$ cat src/rtl/core/best_fit_heap_allocator_assert.svh
// Assertion macros for the best-fit heap allocator.
// Each macro expects signals named clk and rst in the scope where it is used.
`ifndef BEST_FIT_HEAP_ALLOCATOR_ASSERT_SVH
`define BEST_FIT_HEAP_ALLOCATOR_ASSERT_SVH
`ifndef NO_ASSERTIONS
// same-cycle implication
`define BFHA_ASSERT_NOW(label, ante, cons) \
  label: assert property (@(posedge clk) disable iff (rst) (ante) |-> (cons)) \
    else $error("bfha: assertion failed");
// next-cycle implication
`define BFHA_ASSERT_NEXT(label, ante, cons) \
  label: assert property (@(posedge clk) disable iff (rst) (ante) |=> (cons)) \
    else $error("bfha: assertion failed");
`else
`define BFHA_ASSERT_NOW(label, ante, cons)
`define BFHA_ASSERT_NEXT(label, ante, cons)
`endif
`endif

$ cat src/rtl/core/bfha_pkg.sv
// ----------------------------------------------------------------------------
// bfha_pkg
// Shared types and codes of the best-fit heap allocator.
// ----------------------------------------------------------------------------
`timescale 1ns / 1ps
`default_nettype none

package bfha_pkg;

  localparam int SIZE_W         = 17;   // chunk size / heap size in bytes
  localparam int POS_W          = 18;   // byte position, holds pos + size
  localparam int CNT_W          = 12;
  localparam int OFF_W          = 16;
  localparam int HEAP_FLOOR     = 4096;
  localparam int HEAP_MAX_BYTES = 65536; // bounded by the 16-bit offsets
  localparam int HEADER_SIZE    = 8;

  localparam logic OP_ALLOC = 1'b0;
  localparam logic OP_FREE  = 1'b1;

  localparam logic [1:0] ST_OK       = 2'd0;
  localparam logic [1:0] ST_BAD_SIZE = 2'd1;
  localparam logic [1:0] ST_NO_SPACE = 2'd2;
  localparam logic [1:0] ST_BAD_FREE = 2'd3;

  localparam logic [1:0] MARK_NONE  = 2'd0;
  localparam logic [1:0] MARK_ALLOC = 2'd1;
  localparam logic [1:0] MARK_FREE  = 2'd2;

  typedef struct packed {
    logic [1:0]        mark;
    logic [SIZE_W-1:0] size;
  } entry_t;

endpackage

`default_nettype wire

$ cat src/rtl/core/bfha_heap_cfg.sv
// ----------------------------------------------------------------------------
// bfha_heap_cfg
// Heap size register: clamps and rounds written values, requests a reformat.
// ----------------------------------------------------------------------------
`timescale 1ns / 1ps
`default_nettype none

module bfha_heap_cfg (
  input  wire logic                            clk,
  input  wire logic                            rst,
  input  wire logic                            wr_en,
  input  wire logic [bfha_pkg::SIZE_W-1:0]     wr_data,
  output logic      [bfha_pkg::SIZE_W-1:0]     heap_bytes,
  output logic                                 fmt
);

  localparam logic [bfha_pkg::POS_W-1:0] HMAX  = bfha_pkg::POS_W'(bfha_pkg::HEAP_MAX_BYTES);
  localparam logic [bfha_pkg::POS_W-1:0] FLOOR = bfha_pkg::POS_W'(bfha_pkg::HEAP_FLOOR);

  logic [bfha_pkg::POS_W-1:0] v_floor;
  logic [bfha_pkg::POS_W-1:0] v_round;
  logic [bfha_pkg::POS_W-1:0] v_clamp;

  always_comb begin
    v_floor = {1'b0, wr_data};
    if (v_floor < FLOOR) begin
      v_floor = FLOOR;
    end
    v_round = (v_floor + bfha_pkg::POS_W'(3)) & ~bfha_pkg::POS_W'(3);
    v_clamp = (v_round > HMAX) ? HMAX : v_round;
  end

  always_ff @(posedge clk) begin
    if (rst) begin
      heap_bytes <= HMAX[bfha_pkg::SIZE_W-1:0];
      fmt        <= 1'b1;
    end else begin
      fmt <= wr_en;
      if (wr_en) begin
        heap_bytes <= v_clamp[bfha_pkg::SIZE_W-1:0];
      end
    end
  end

endmodule

`default_nettype wire

$ cat config.mk
export PLATFORM = sky130hd
export DESIGN_NAME = bfha_heap_cfg
export DESIGN_NICKNAME = d
export VERILOG_FILES = /design/src/rtl/core/best_fit_heap_allocator_assert.svh /design/src/rtl/core/bfha_pkg.sv /design/src/rtl/core/bfha_heap_cfg.sv
export SDC_FILE = /design/constraint.sdc
export NUM_CORES = 1
export LEC_CHECK = 0
export BUFFER_PORTS_ARGS = -buffer_cell sky130_fd_sc_hd__buf_2
export CORE_UTILIZATION = 46
export CTS_CLUSTER_DIAMETER = 50
export DETAILED_ROUTE_END_ITERATION = 16
export HOLD_SLACK_MARGIN = 0.1
export PLACE_DENSITY = 0.77
export SETUP_SLACK_MARGIN = 0.2
export SLEW_MARGIN = 15
export SYNTH_ARGS = -nofsm -noshare
export SYNTH_HDL_FRONTEND = slang
export SYNTH_SLANG_ARGS = --single-unit
$ cat constraint.sdc
create_clock -name clk -period 1.8 [get_ports clk]
set_clock_uncertainty 0.1 [all_clocks]
set_input_delay 0.18 -clock clk [delete_from_list [all_inputs] [get_ports clk]]
set_output_delay 0.18 -clock clk [all_outputs]
set_load 0.005 [all_outputs]
==> impl_metrics.ini, run 1 <==
[timing]
min_period_over_period = 0.800
fin_ws_ns = 0.360
rsz0062_at_grt = no
tns_ns = 0
maxSlewViolCount = 0
period_minus_slack_ns = 1.44
finalSetupViolCount = 0
hold_viol_final = 0
max_freq_mhz = 695

[drt]
wl_per_cell_um = 12.6
drt_wl_total_um = 2020
via_count = 879
dr.first_iter.drc_count = 33
via_per_inst = 5.49
ant_nets = 0
first_pass_iters = 4
drc = 0

[pwr]
power_density_nw_per_um2 = 654
p_leak_nw = 0.479
ir_drop_v = 0.000302
total_power_mw = 0.742

[clock_network]
hold_buffers = 0
cts_buffer_depth = 2
cts_resized = 0
clock-sinks = 16
clock_latency_ns = 0.28
root_buffer = clkbuf_4
cts_setup_buffers = 0
numCtsBuffers = 3
cts_tree = yes
htree_levels = 1
clkTransAtPathRegs_ns = 0.09

[run_status]
status = finished clean

[global_route]
grt_pass1_vias = 727
grt_antenna_before_repair = 0
grt_overflow = 0
grt_max_degree = 17
grt_pass1_wl_um = 3270
grt_usage = 0.212

[die]
coreArea_sq_um = 1780
io_pins = 38
die_y_um = 46.4
die-area_sq_um = 2150
dieWidth_um = 46.4
start_util = 0.509
rows = 15

[place]
pre_cts_ws_ns = 0.117
globalplace.congestion = 0.851
post-dp-hpwl_um = 1600
io_buffers = 35

[yosys]
synth-seq-area-share = 0.353
ys_seq_elements = 16
postSynthCellCount = 98
yosysWarnings = 0
syn_area_per_cell_sq_um = 9.26
syn-cell-area_sq_um = 907
yosysUniqueCellTypes = 35

[critical_path]
critPathMaxFanout = 10
crit_path_start_kind = primary input
critical_path_required_ns = 1.91
worst-setup-path-type = primary input to flip-flop
worstSetupEndpointType = flip-flop
worst_ep_arrival_time_ns = 1.55

[finish]
fillCellCount = 154
nets = 156
multi_input_area_sq_um = 549
drive_gt1_frac = 0.341
antenna_cells = 0
syn2layout_area_growth_pct = 25.1
final-seq-area_sq_um = 320

[run]
max-cap-violations = 0

[worst_hold_path]
hold_class = primary input to flip-flop
-- kinds of logic after synthesis --
logic type,share of synthesized area
AO/OA/AOI/OAI,0.232
buffers and inverters,0.0455
AND/OR/NAND/NOR,0.240
other,0.00413
flip-flops,0.353
XOR/XNOR,0.126
-- power by group --
group          total [mW]  internal, mW  switching (mW)
clock network       0.228         0.123           0.105
logic               0.137        0.0603          0.0767
registers           0.377         0.370         0.00728
-- per-stage QoR --
step | instance area [sq um] | std cells | utilization | hold slack [ns]
after global placement | 1100 | 156 | 0.616 | 0.335
after detailed placement | 1100 | 156 | 0.616 | 0.350
final | 1130 | 160 | 0.636 | 0.149
after floorplan | 911 | 99 | - | 0.247
after global routing | 1130 | 160 | 0.636 | 0.163
after CTS | 1130 | 160 | 0.636 | 0.148
-- path summary, 6_finish.rpt --
kind            startpoint        endpoint  slack, ns  cells past startpoint
max reg2reg  heap_bytes[3]   heap_bytes[3]       1.04                      2
max            wr_data[16]   heap_bytes[3]       0.36                      6
min            wr_data[11]  heap_bytes[11]       0.15                      3
min reg2reg  heap_bytes[5]   heap_bytes[5]       0.37                      1
-- worst max-delay path, cell delays in order --
cell,delay (ns)
buf_2,0.12
nor4_1,0.41
nand2b_1,0.32
a31oi_1,0.23
o2111ai_1,0.14
a21oi_1,0.15
-- cell usage after synthesis (all sizes together) --
cell type	number	area share
nand2b	2	0.014
o31ai	1	0.0083
a31oi	1	0.0069
xnor2	8	0.077
o211ai	1	0.0083
inv	2	0.0083
a211oi	1	0.014
nor2	8	0.033
buf	4	0.033
nor4	6	0.065
nand4	1	0.0069
or3	2	0.014
xor2	5	0.048
a22o	4	0.039
o2bb2ai	1	0.0097
and3	1	0.0069
dfxtp	16	0.35
o2111ai	2	0.039
nor3	2	0.011
a32o	6	0.066
nand3	5	0.041
nor2b	1	0.0069
a22oi	1	0.0083
clkbuf	1	0.0041
nand2	8	0.033
o21ai	4	0.022
a21oi	2	0.011
conb	1	0.0041
nand3b	1	0.0083
-- layout by cell type, fill, tap and decap left out, drive strengths merged, types with 2 or more instances in the layout --
cell type,Yosys,routed
buf,4,37
dfxtp,16,16
nand2,8,8
nor2,8,8
xnor2,8,8
a32o,6,6
nor4,6,6
xor2,5,5
nand3,5,5
o21ai,4,4
a22o,4,4
clkbuf,1,4
nand2b,2,2
inv,2,2
nor3,2,2
or3,2,2
a21oi,2,2
conb,1,2
o2111ai,2,2
-- flip-flops by register name, indices dropped and copies added, names as in the netlist --
| register | count |
|---|---|
| fmt | 1 |
| heap_bytes | 15 |
-- per-layer routing --
metal  share of wire  track usage  vias up  routed length [um]
li1                -            -      435                   -
met4           0.013       0.0706        0                  27
met1            0.46        0.300      402                 925
met3           0.051       0.0392        4                 104
met2            0.48        0.319       38                 965
met5               0            0        -                   0
-- final cells by class --
cell class                 count  share of cell area
clock buffer                   4              0.0320
inverter                       2             0.00662
multi-input combinational     76               0.484
sequential                    16               0.282
tap                           25              0.0276
timing repair buffer          37               0.168
Power figures use the tool's default switching activity.
==> inputs of run 2 (changes only) <==
clock period = 1.45 ns   (was 1.8 ns; I/O delays follow)
==> impl_metrics.ini, run 2 (synthesis gave the netlist of run 1 again) <==
[global_route]
grt_antenna_before_repair = 0
grt_usage = 0.239
gr-max-usage-layer = met2
grtUsageMet1 = 0.251
grt_pass1_vias = 880
met3_usage = 0.0471
grt_overflow = 0
grt_max_degree = 17
use_met2 = 0.428
grt_pass1_wl_um = 3540

[finish]
reg_top3 = heap_bytes: 15 flops, fmt: 1 flops
final_cell_mix = 32 x buf_2, 20 x buf_4, 16 x dfxtp_1
antenna_cells = 0
largest_reg_flops = 15
nets = 178
fin_cells = 182
syn2layout_area_growth_pct = 55.6
layout_commonest_cell = buf_2
drive_gt1_frac = 0.490
top_register = heap_bytes

[worst_hold_path]
hold_class = primary input to flip-flop

[clock_network]
clock_latency_ns = 0.29
cts_buffer_depth = 2
hold_buffers = 0
root_buffer = clkbuf_4
numCtsBuffers = 3
cts_tree = yes
htree_levels = 1
clock-sinks = 16
clkTransAtPathRegs_ns = 0.09

[timing]
min_period_over_period = 0.859
maxSlewViolCount = 0
whs_ns = 0.173
finalSetupViolCount = 0
max_freq_mhz = 803
period_minus_slack_ns = 1.25
hold_viol_final = 0
tns_ns = 0
rsz0062_at_grt = yes

[die]
dieWidth_um = 46.4
start_util = 0.509
io_pins = 38
die_y_um = 46.4
coreArea_sq_um = 1780
die-area_sq_um = 2150
rows = 15

[critical_path]
crit_path_start_kind = primary input
worst-setup-path-type = primary input to flip-flop
critPathMaxFanout = 5
critical_path_required_ns = 1.57
worstSetupEndpointType = flip-flop
worst_ep_arrival_time_ns = 1.37

[run_status]
status = finished clean

[drt]
via_count = 996
drc = 0
ant_nets = 0
via_per_inst = 5.47
wl_per_cell_um = 13.7
drt_wl_total_um = 2500
dr.first_iter.drc_count = 25
first_pass_iters = 4

[place]
io_buffers = 35
place_inst = 177
post-dp-hpwl_um = 1870
globalplace.congestion = 0.841

[pwr]
p_leak_nw = 0.607
power_density_nw_per_um2 = 704
total_power_mw = 0.993
ir_drop_v = 0.000418

[run]
max-cap-violations = 0
==> run 2: repair_timing <==
action	in CTS	in global routing
pin swaps	0	7
resized for setup	1	18
endpoints found under the setup margin	1	11
buffers inserted	0	1
==> run 2: cell type report <==
| cell class | count | area, sq um |
|---|---|---|
| Inverter | 2 | 7.51 |
| Timing Repair Buffer | 59 | 389 |
| Tap cell | 25 | 31.3 |
| Multi-Input combinational cell | 76 | 627 |
| Clock buffer | 4 | 36.3 |
| Sequential cell | 16 | 320 |
| Fill cell | 123 | 372 |
==> run 2: path summary, 6_finish.rpt <==
path	start	end	slack, ns	depth (start not counted)
worst min-delay path	wr_data[14]	heap_bytes[14]	0.17	3
worst max register to register	heap_bytes[3]	heap_bytes[3]	0.66	2
worst min register to register	heap_bytes[9]	heap_bytes[9]	0.35	2
worst max-delay path	wr_data[6]	heap_bytes[3]	0.20	7
==> run 2: per-stage QoR <==
step                area, sq um   util  setup slack (ns)
floorplan                   917      -             0.134
global placement           1260  0.708           -0.0630
detailed placement         1260  0.708            -0.101
CTS                        1300  0.731             0.208
global route               1410  0.792             0.129
finish                     1410  0.792             0.204
==> run 2: power breakdown <==
| part | switching, mW | internal, mW | total [mW] |
|---|---|---|---|
| sequential | 0.00861 | 0.459 | 0.467 |
| combinational | 0.119 | 0.116 | 0.235 |
| clock | 0.138 | 0.153 | 0.291 |
| total | 0.266 | 0.728 | 0.993 |
==> run 2: layer usage <==
metal  vias up  wire length (um)
met2        49              1270
met1       460              1000
met4         0                84
met3        10               146
met5         -                 0
li1        477                 -
==> run 2: critical path: stages <==
cell and delay [ns]:
buf_2 0.11, nand2_2 0.07, buf_6 0.13, or3_1 0.38, a31oi_1 0.22, o2111ai_2 0.15
a21oi_1 0.15
